--- src/rtl/core/salpd_pkg.sv ---
// Shared types and constants of the shake-arm long-press-disarm detector.
package salpd_pkg;

  localparam int CFG_DATA_W  = 16;
  localparam int CFG_INDEX_W = 3;
  localparam int THR_W       = 12;
  localparam int HITS_W      = 8;
  localparam int WIN_W       = 16;
  localparam int HOLD_W      = 16;
  localparam int POLL_W      = 10;

  localparam logic [CFG_INDEX_W-1:0] REG_DELTA_THRESHOLD  = 3'd0;
  localparam logic [CFG_INDEX_W-1:0] REG_HITS_NEEDED      = 3'd1;
  localparam logic [CFG_INDEX_W-1:0] REG_WINDOW_MS        = 3'd2;
  localparam logic [CFG_INDEX_W-1:0] REG_HOLD_MS          = 3'd3;
  localparam logic [CFG_INDEX_W-1:0] REG_POLL_INTERVAL_MS = 3'd4;

  localparam logic [THR_W-1:0]  RST_DELTA_THRESHOLD  = 12'd512;
  localparam logic [HITS_W-1:0] RST_HITS_NEEDED      = 8'd8;
  localparam logic [WIN_W-1:0]  RST_WINDOW_MS        = 16'd1400;
  localparam logic [HOLD_W-1:0] RST_HOLD_MS          = 16'd4000;
  localparam logic [POLL_W-1:0] RST_POLL_INTERVAL_MS = 10'd100;

  localparam logic [HITS_W-1:0] HIT_MAX = 8'd255;

  localparam logic [1:0] REQ_ACCEL = 2'd0;
  localparam logic [1:0] REQ_TOUCH = 2'd1;
  localparam logic [1:0] REQ_ARM   = 2'd2;

  typedef struct packed {
    logic [THR_W-1:0]  delta_threshold;
    logic [HITS_W-1:0] hits_needed;
    logic [WIN_W-1:0]  window_ms;
    logic [HOLD_W-1:0] hold_ms;
    logic [POLL_W-1:0] poll_interval_ms;
  } cfg_t;

  typedef struct packed {
    logic active;
    logic armed;
    logic entered;
    logic exited;
  } result_t;

endpackage

--- src/rtl/core/salpd_if.sv ---
// Valid/ready channel interfaces for the request and result streams.
interface salpd_in_if #(
  parameter int TIME_WIDTH   = 32,
  parameter int SAMPLE_WIDTH = 12
);
  logic                    valid;
  logic                    ready;
  logic [1:0]              req_type;
  logic [TIME_WIDTH-1:0]   now_ms;
  logic [SAMPLE_WIDTH-1:0] delta_g;
  logic                    touch_down;
  logic                    arm_on;

  modport source (output valid, req_type, now_ms, delta_g, touch_down, arm_on,
                  input ready);
  modport sink (input valid, req_type, now_ms, delta_g, touch_down, arm_on,
                output ready);
endinterface

interface salpd_out_if;
  logic valid;
  logic ready;
  logic active;
  logic armed;
  logic entered;
  logic exited;

  modport source (output valid, active, armed, entered, exited, input ready);
  modport sink (input valid, active, armed, entered, exited, output ready);
endinterface

--- src/rtl/core/salpd_cfg.sv ---
// Configuration register file with its write decoder.
module salpd_cfg (
  input  logic                              clk,
  input  logic                              rst,
  input  logic                              cfg_we,
  input  logic [salpd_pkg::CFG_INDEX_W-1:0] cfg_index,
  input  logic [salpd_pkg::CFG_DATA_W-1:0]  cfg_data,
  output salpd_pkg::cfg_t                   cfg
);

  always_ff @(posedge clk) begin
    if (rst) begin
      cfg.delta_threshold  <= salpd_pkg::RST_DELTA_THRESHOLD;
      cfg.hits_needed      <= salpd_pkg::RST_HITS_NEEDED;
      cfg.window_ms        <= salpd_pkg::RST_WINDOW_MS;
      cfg.hold_ms          <= salpd_pkg::RST_HOLD_MS;
      cfg.poll_interval_ms <= salpd_pkg::RST_POLL_INTERVAL_MS;
    end else if (cfg_we) begin
      unique case (cfg_index)
        salpd_pkg::REG_DELTA_THRESHOLD: begin
          cfg.delta_threshold <= cfg_data[salpd_pkg::THR_W-1:0];
        end
        salpd_pkg::REG_HITS_NEEDED: begin
          cfg.hits_needed <= cfg_data[salpd_pkg::HITS_W-1:0];
        end
        salpd_pkg::REG_WINDOW_MS: begin
          cfg.window_ms <= cfg_data[salpd_pkg::WIN_W-1:0];
        end
        salpd_pkg::REG_HOLD_MS: begin
          cfg.hold_ms <= cfg_data[salpd_pkg::HOLD_W-1:0];
        end
        salpd_pkg::REG_POLL_INTERVAL_MS: begin
          cfg.poll_interval_ms <= cfg_data[salpd_pkg::POLL_W-1:0];
        end
        default: begin
        end
      endcase
    end
  end

endmodule

--- src/rtl/core/salpd_core.sv ---
// Detector state registers and the per-beat update logic.
module salpd_core #(
  parameter int TIME_WIDTH   = 32,
  parameter int SAMPLE_WIDTH = 12
) (
  input  logic                    clk,
  input  logic                    rst,
  input  salpd_pkg::cfg_t         cfg,
  input  logic                    step,
  input  logic [1:0]              req_type,
  input  logic [TIME_WIDTH-1:0]   now_ms,
  input  logic [SAMPLE_WIDTH-1:0] delta_g,
  input  logic                    touch_down,
  input  logic                    arm_on,
  output salpd_pkg::result_t      result
);

  localparam int CMP_W = (SAMPLE_WIDTH > salpd_pkg::THR_W) ? SAMPLE_WIDTH
                                                           : salpd_pkg::THR_W;

  logic                          armed_flag, armed_flag_next;
  logic                          active_flag, active_flag_next;
  logic [salpd_pkg::HITS_W-1:0]  hit_count, hit_count_next;
  logic [TIME_WIDTH-1:0]         window_start, window_start_next;
  logic [TIME_WIDTH-1:0]         press_start, press_start_next;
  logic                          pressing, pressing_next;
  logic [TIME_WIDTH-1:0]         last_poll, last_poll_next;

  logic [TIME_WIDTH-1:0]         win_elapsed, poll_elapsed, press_elapsed;
  logic [salpd_pkg::HITS_W-1:0]  hit_base, hit_inc;
  logic                          is_hit;
  logic                          entered, exited;

  assign win_elapsed   = now_ms - window_start;
  assign poll_elapsed  = now_ms - last_poll;
  assign press_elapsed = now_ms - press_start;
  assign is_hit = CMP_W'(delta_g) >= CMP_W'(cfg.delta_threshold);

  // An expired window restarts before the current sample is counted.
  assign hit_base = (win_elapsed > TIME_WIDTH'(cfg.window_ms)) ? '0 : hit_count;
  assign hit_inc  = (hit_base != salpd_pkg::HIT_MAX) ? hit_base + 8'd1 : hit_base;

  always_comb begin
    armed_flag_next   = armed_flag;
    active_flag_next  = active_flag;
    hit_count_next    = hit_count;
    window_start_next = window_start;
    press_start_next  = press_start;
    pressing_next     = pressing;
    last_poll_next    = last_poll;
    entered           = 1'b0;
    exited            = 1'b0;
    unique case (req_type)
      salpd_pkg::REQ_ACCEL: begin
        if (armed_flag && !active_flag) begin
          if (win_elapsed > TIME_WIDTH'(cfg.window_ms)) begin
            window_start_next = now_ms;
          end
          hit_count_next = is_hit ? hit_inc : hit_base;
          if (is_hit && (hit_inc >= cfg.hits_needed)) begin
            active_flag_next = 1'b1;
            entered          = 1'b1;
          end
        end
      end
      salpd_pkg::REQ_TOUCH: begin
        if (!active_flag) begin
          pressing_next = 1'b0;
        end else if (poll_elapsed >= TIME_WIDTH'(cfg.poll_interval_ms)) begin
          last_poll_next = now_ms;
          if (touch_down) begin
            if (!pressing) begin
              pressing_next    = 1'b1;
              press_start_next = now_ms;
            end else if (press_elapsed >= TIME_WIDTH'(cfg.hold_ms)) begin
              pressing_next    = 1'b0;
              active_flag_next = 1'b0;
              exited           = 1'b1;
            end
          end else begin
            pressing_next = 1'b0;
          end
        end
      end
      salpd_pkg::REQ_ARM: begin
        armed_flag_next = arm_on;
        if (!arm_on) begin
          active_flag_next = 1'b0;
        end
      end
      default: begin
      end
    endcase
  end

  assign result.active  = active_flag_next;
  assign result.armed   = armed_flag_next;
  assign result.entered = entered;
  assign result.exited  = exited;

  always_ff @(posedge clk) begin
    if (rst) begin
      armed_flag   <= 1'b0;
      active_flag  <= 1'b0;
      hit_count    <= '0;
      window_start <= '0;
      press_start  <= '0;
      pressing     <= 1'b0;
      last_poll    <= '0;
    end else if (step) begin
      armed_flag   <= armed_flag_next;
      active_flag  <= active_flag_next;
      hit_count    <= hit_count_next;
      window_start <= window_start_next;
      press_start  <= press_start_next;
      pressing     <= pressing_next;
      last_poll    <= last_poll_next;
    end
  end

endmodule

--- src/rtl/core/shake_arm_long_press_disarm.sv ---
// Duress gesture detector: shake to enter the active state, long press to leave it.
//
// Requests arrive on in_ch as valid/ready beats: an accelerometer delta sample,
// a touch poll or an arm command, each with a millisecond timestamp. Every
// request beat produces exactly one result beat on out_ch carrying the active
// and armed flags after the request and the entered and exited pulses.
// A request's result appears in the cycle after its acceptance. Throughput
// is one request per cycle while the receiver does not stall; the detector
// state updates in the cycle of acceptance, and the result sits in a single
// output register. in_ch.ready is high whenever that register is empty or
// is being emptied, so a stalled receiver holds the result steady and pauses
// the request side only while the register is full.
// Configuration registers are written through cfg_we/cfg_index/cfg_data; the
// user is to write them only while the block is idle, which the block does not
// enforce; unknown indexes are ignored. Synchronous reset clears all detector
// state, empties the output register and restores the configuration defaults
// (2.0 g threshold, 8 hits, 1400 ms window, 4000 ms hold, 100 ms poll interval).
module shake_arm_long_press_disarm #(
  parameter int TIME_WIDTH   = 32,
  parameter int SAMPLE_WIDTH = 12
) (
  input  logic                              clk,
  input  logic                              rst,
  salpd_in_if.sink                          in_ch,
  salpd_out_if.source                       out_ch,
  input  logic                              cfg_we,
  input  logic [salpd_pkg::CFG_INDEX_W-1:0] cfg_index,
  input  logic [salpd_pkg::CFG_DATA_W-1:0]  cfg_data
);

  salpd_pkg::cfg_t    cfg;
  salpd_pkg::result_t result;
  salpd_pkg::result_t out_reg;
  logic               out_valid;
  logic               in_accept;

  assign in_ch.ready = !out_valid || out_ch.ready;
  assign in_accept   = in_ch.valid && in_ch.ready;

  salpd_cfg u_cfg (
    .clk       (clk),
    .rst       (rst),
    .cfg_we    (cfg_we),
    .cfg_index (cfg_index),
    .cfg_data  (cfg_data),
    .cfg       (cfg)
  );

  salpd_core #(
    .TIME_WIDTH   (TIME_WIDTH),
    .SAMPLE_WIDTH (SAMPLE_WIDTH)
  ) u_core (
    .clk        (clk),
    .rst        (rst),
    .cfg        (cfg),
    .step       (in_accept),
    .req_type   (in_ch.req_type),
    .now_ms     (in_ch.now_ms),
    .delta_g    (in_ch.delta_g),
    .touch_down (in_ch.touch_down),
    .arm_on     (in_ch.arm_on),
    .result     (result)
  );

  always_ff @(posedge clk) begin
    if (rst) begin
      out_valid <= 1'b0;
    end else if (in_ch.ready) begin
      out_valid <= in_ch.valid;
    end
  end

  always_ff @(posedge clk) begin
    if (in_accept) begin
      out_reg <= result;
    end
  end

  assign out_ch.valid   = out_valid;
  assign out_ch.active  = out_reg.active;
  assign out_ch.armed   = out_reg.armed;
  assign out_ch.entered = out_reg.entered;
  assign out_ch.exited  = out_reg.exited;

endmodule

--- src/flat_wrapper.sv ---
// flat-port wrapper written by rule: the top's interface ports become plain ports
module shake_arm_long_press_disarm_flat 
#(
  parameter int TIME_WIDTH   = 32,
  parameter int SAMPLE_WIDTH = 12
)
  (clk, rst, cfg_we, cfg_index, cfg_data, in_ch_valid, in_ch_req_type, in_ch_now_ms, in_ch_delta_g, in_ch_touch_down, in_ch_arm_on, in_ch_ready, out_ch_valid, out_ch_active, out_ch_armed, out_ch_entered, out_ch_exited, out_ch_ready);
  salpd_in_if #(.TIME_WIDTH(TIME_WIDTH), .SAMPLE_WIDTH(SAMPLE_WIDTH)) in_ch_i ();
  salpd_out_if out_ch_i ();
  input  logic clk;
  input  logic rst;
  input  logic cfg_we;
  input  logic [salpd_pkg::CFG_INDEX_W-1:0] cfg_index;
  input  logic [salpd_pkg::CFG_DATA_W-1:0] cfg_data;
  input wire logic [$bits(in_ch_i.valid)-1:0] in_ch_valid;
  input wire logic [$bits(in_ch_i.req_type)-1:0] in_ch_req_type;
  input wire logic [$bits(in_ch_i.now_ms)-1:0] in_ch_now_ms;
  input wire logic [$bits(in_ch_i.delta_g)-1:0] in_ch_delta_g;
  input wire logic [$bits(in_ch_i.touch_down)-1:0] in_ch_touch_down;
  input wire logic [$bits(in_ch_i.arm_on)-1:0] in_ch_arm_on;
  output wire logic [$bits(in_ch_i.ready)-1:0] in_ch_ready;
  output wire logic [$bits(out_ch_i.valid)-1:0] out_ch_valid;
  output wire logic [$bits(out_ch_i.active)-1:0] out_ch_active;
  output wire logic [$bits(out_ch_i.armed)-1:0] out_ch_armed;
  output wire logic [$bits(out_ch_i.entered)-1:0] out_ch_entered;
  output wire logic [$bits(out_ch_i.exited)-1:0] out_ch_exited;
  input wire logic [$bits(out_ch_i.ready)-1:0] out_ch_ready;
  assign in_ch_i.valid = in_ch_valid;
  assign in_ch_i.req_type = in_ch_req_type;
  assign in_ch_i.now_ms = in_ch_now_ms;
  assign in_ch_i.delta_g = in_ch_delta_g;
  assign in_ch_i.touch_down = in_ch_touch_down;
  assign in_ch_i.arm_on = in_ch_arm_on;
  assign in_ch_ready = in_ch_i.ready;
  assign out_ch_valid = out_ch_i.valid;
  assign out_ch_active = out_ch_i.active;
  assign out_ch_armed = out_ch_i.armed;
  assign out_ch_entered = out_ch_i.entered;
  assign out_ch_exited = out_ch_i.exited;
  assign out_ch_i.ready = out_ch_ready;
  shake_arm_long_press_disarm #(.TIME_WIDTH(TIME_WIDTH), .SAMPLE_WIDTH(SAMPLE_WIDTH)) u_core (.clk(clk), .rst(rst), .in_ch(in_ch_i), .out_ch(out_ch_i), .cfg_we(cfg_we), .cfg_index(cfg_index), .cfg_data(cfg_data));
endmodule
--- config.mk ---
export PLATFORM = sky130hd
export DESIGN_NAME = shake_arm_long_press_disarm_flat
export DESIGN_NICKNAME = d
export VERILOG_FILES = /design/src/rtl/core/salpd_pkg.sv /design/src/rtl/core/salpd_if.sv /design/src/rtl/core/salpd_cfg.sv /design/src/rtl/core/salpd_core.sv /design/src/rtl/core/shake_arm_long_press_disarm.sv /design/src/flat_wrapper.sv
export SDC_FILE = /design/constraint.sdc
export NUM_CORES = 1
export LEC_CHECK = 0
export BUFFER_PORTS_ARGS = -buffer_cell sky130_fd_sc_hd__buf_2
export CAP_MARGIN = 20
export CORE_ASPECT_RATIO = 1.5
export CORE_MARGIN = 4
export CORE_UTILIZATION = 60
export CTS_CLUSTER_SIZE = 10
export DETAILED_ROUTE_END_ITERATION = 10
export PLACE_DENSITY = 0.8
export SKIP_CTS_REPAIR_TIMING = 1
export SYNTH_ARGS = -nofsm -noshare
export SYNTH_HDL_FRONTEND = slang
export SYNTH_HIERARCHICAL = 1
export SYNTH_SLANG_ARGS = --single-unit
--- constraint.sdc ---
create_clock -name clk -period 14.4 [get_ports clk]
set_input_delay 2.16 -clock clk [delete_from_list [all_inputs] [get_ports clk]]
set_output_delay 2.16 -clock clk [all_outputs]
set_load 0.02 [all_outputs]
==> metrics.cfg <==
[synth]
syn_area_per_cell_um2 = 7.81
ys_types = 91
synth.net_count = 2127
synth_seq_cells = 174
synthFlopType = dfxtp_1
synth_edf_count = 4
synth_cells = 1892
yosys_warnings = 6
syn_area_um2 = 14800
async_flop_share_pct = 0
seq_area_frac_synth_pct = 23.9

[pwr]
vdd_ir_drop_max_uv = 88.0
power_leakage_uw = 0.00679
p_per_area_nw_per_um2 = 79.4

[cells_and_area]
postLayoutCoreUtil_pct = 64.8
final_common_cell = inv_1
antenna_cells = 0
drive_gt1_share_pct = 7.58
mostFrequentLayoutCells = inv_1, nor2_1, dfxtp_1
layout.area.seq_um2 = 3520
syn2layout_area_growth_pct = 6.87
fillers = 2225
multi_input_area_um2 = 10100
nets = 2135
final_cells = 2237

[global_routing]
met1_usage_pct = 35.6
grt_util_all_layers_pct = 32.8
grt_pass1_wl_um = 71500
grt_overflow = 0
top_usage_layer = met2
use_met3_pct = 4.62
grt_max_degree = 102
use_met2_pct = 57.5
grt_pass1_vias = 13663
antenna_found_initial = 1

[setup_path]
crit_family = compound AO/OA/AOI/OAI gates
worstSetupStartpointType = input port
critPathMaxStageDelay_ns = 0.66
cp.depth = 38
crit_top_cell = a21o_1
worstPathArrival_ns = 10.80
slowest_stage = nor4_1
crit_path_max_fanout = 16
critical_path_class = input port to flop
reg2reg_depth = 36
crit_buf_inv = 2
endpoint_kind = flop
crit_required_ns = 14.59
rrSetupSlack_ns = 5.41

[detailed_routing]
first_pass_iters = 5
wl_per_cell_um = 20.2
num_vias = 13940
viasPerCell = 6.23
drc = 0
first_iter_violations = 827
detail-route-antenna-nets = 0
drt-total-wl_um = 45200

[clock_network]
tritoncts = done
insertion_delay_ns = 0.44
h-tree-depth = 4
cts_root_buf = clkbuf_16
cts_num_sinks = 174
path_clk_slew_ns = 0.07
clockBufferDepth = 2
tritoncts.num_buffers = 17

[sta]
rsz0062_at_grt = no
slew_viol_final = 0
post-route-period-util_pct = 73.7
post-route-min-period_ns = 10.62
timing_hold_violations_final = 0
fmax_ghz = 0.0942
fin_ws_ns = 3.78
relSlewSlack_pct = 32.7
skew_ns = 0.0187
setup_tns_ns = 0
finalSetupViolCount = 0
worst_slew_pin_slew_ns = 1.00

[min_path]
hp-class = flop to flop
min_path_cells = 2

[outcome]
outcome = completed

[placed_design]
place_inst = 2205
io_buffers = 77
place_congestion = 0.998
pre_cts_ws_ns = 3.55
detailed_place_hpwl_um = 35100

[floorplan]
rows = 70
die_x_um = 136
fp.dieH_um = 200
io_pins = 78
initial_utilization_pct = 60.7
core_area_um2 = 24300
dieArea_um2 = 27200

[job]
cap_viol_max_count = 0

[metrics by stage]
stage	hold slack (ns)	instance area [um^2]	total power, uW
6_report	0.469	15800	1250
2_1_floorplan	0.436	14800	699
3_3_place_gp	0.451	15200	782
4_1_cts	0.469	15800	1260
3_5_place_dp	0.460	15200	786
5_1_grt	0.497	15800	1310
[path summary, 6_finish.rpt]
path                                 startpoint                         end
hold reg to reg      u_core/u_core/last_poll[1]  u_core/u_core/last_poll[1]
setup / recovery                in_ch_now_ms[0]        u_core/out_ch.active
hold / removal       u_core/u_core/last_poll[1]  u_core/u_core/last_poll[1]
setup reg to reg  u_core/u_core/window_start[0]        u_core/out_ch.active
[sequential cells by signal, indices dropped and copies added, names as in the netlist]
name                        count
u_core/out_ch.active            1
u_core/out_ch.armed             1
u_core/out_ch.entered           1
u_core/out_ch.exited            1
u_core/out_ch.valid             1
u_core/u_cfg/cfg               62
u_core/u_core/active_flag       1
u_core/u_core/armed_flag        1
u_core/u_core/hit_count         8
u_core/u_core/last_poll        32
u_core/u_core/press_start      32
u_core/u_core/pressing          1
u_core/u_core/window_start     32
[cells in the mapped netlist (13+ instances only)]
cell type  number  area share [%]
nand2_1       104             2.6
a31oi_1        20            0.85
nand3_1        69             2.3
nor2b_1        15            0.64
nand2b_1       77             3.3
dfxtp_1       170              23
nor2_1        174             4.4
o2111ai_1      13            0.77
a21o_1         48             2.4
xor2_1         17             1.0
xnor2_1        40             2.4
nand4_1        35             1.5
o21ai_0       102             3.5
o21bai_1       13            0.66
a21oi_1       160             5.4
mux2i_1       131             8.9
ha_1          160              14
nor3_1         16            0.54
o21a_1         20             1.0
inv_1         190             4.8
clkbuf_1       73             1.9
[power breakdown]
part	leakage [uW]	internal (uW)	total [uW]	switching, uW
sequential	0.00141	489	493	3.85
combinational	0.00509	109	288	179
clock	0.000287	254	472	219
total	0.00679	852	1250	402
[worst min-delay path, delay by kind of cell, from the launching register on]
kind	cells	cell delay, ns
flops	1	0.32
compound gates	1	0.06
simple gates	1	0.05
[final cells by class]
class                   count  share of cell area, %
multi-input cells        1432                   64.1
flip-flops and latches    174                   22.3
inverters                 190                   4.52
clock buffers              21                   2.92
repair buffers             85                   2.86
well taps                 324                   2.57
clock inverters            11                  0.753
[routing by layer]
metal	share of wire (%)	wire length (um)
met3	4.6	2080
met1	38	17000
met5	0.020	9
met4	8.0	3600
met2	50	22600
[cells by family (layout without fill, tap and decap cells)]
family	after synthesis	count (layout)	share of synthesized area (%)
AND/OR/NAND/NOR	582	582	20.3
AO/OA/AOI/OAI	495	495	21.6
buffers and inverters	286	307	7.72
flip-flops	174	174	23.9
adder cells (fa/ha/maj)	163	163	14.0
multiplexers	135	135	9.18
XOR/XNOR	57	57	3.38
(Power assumes the default switching activity.)
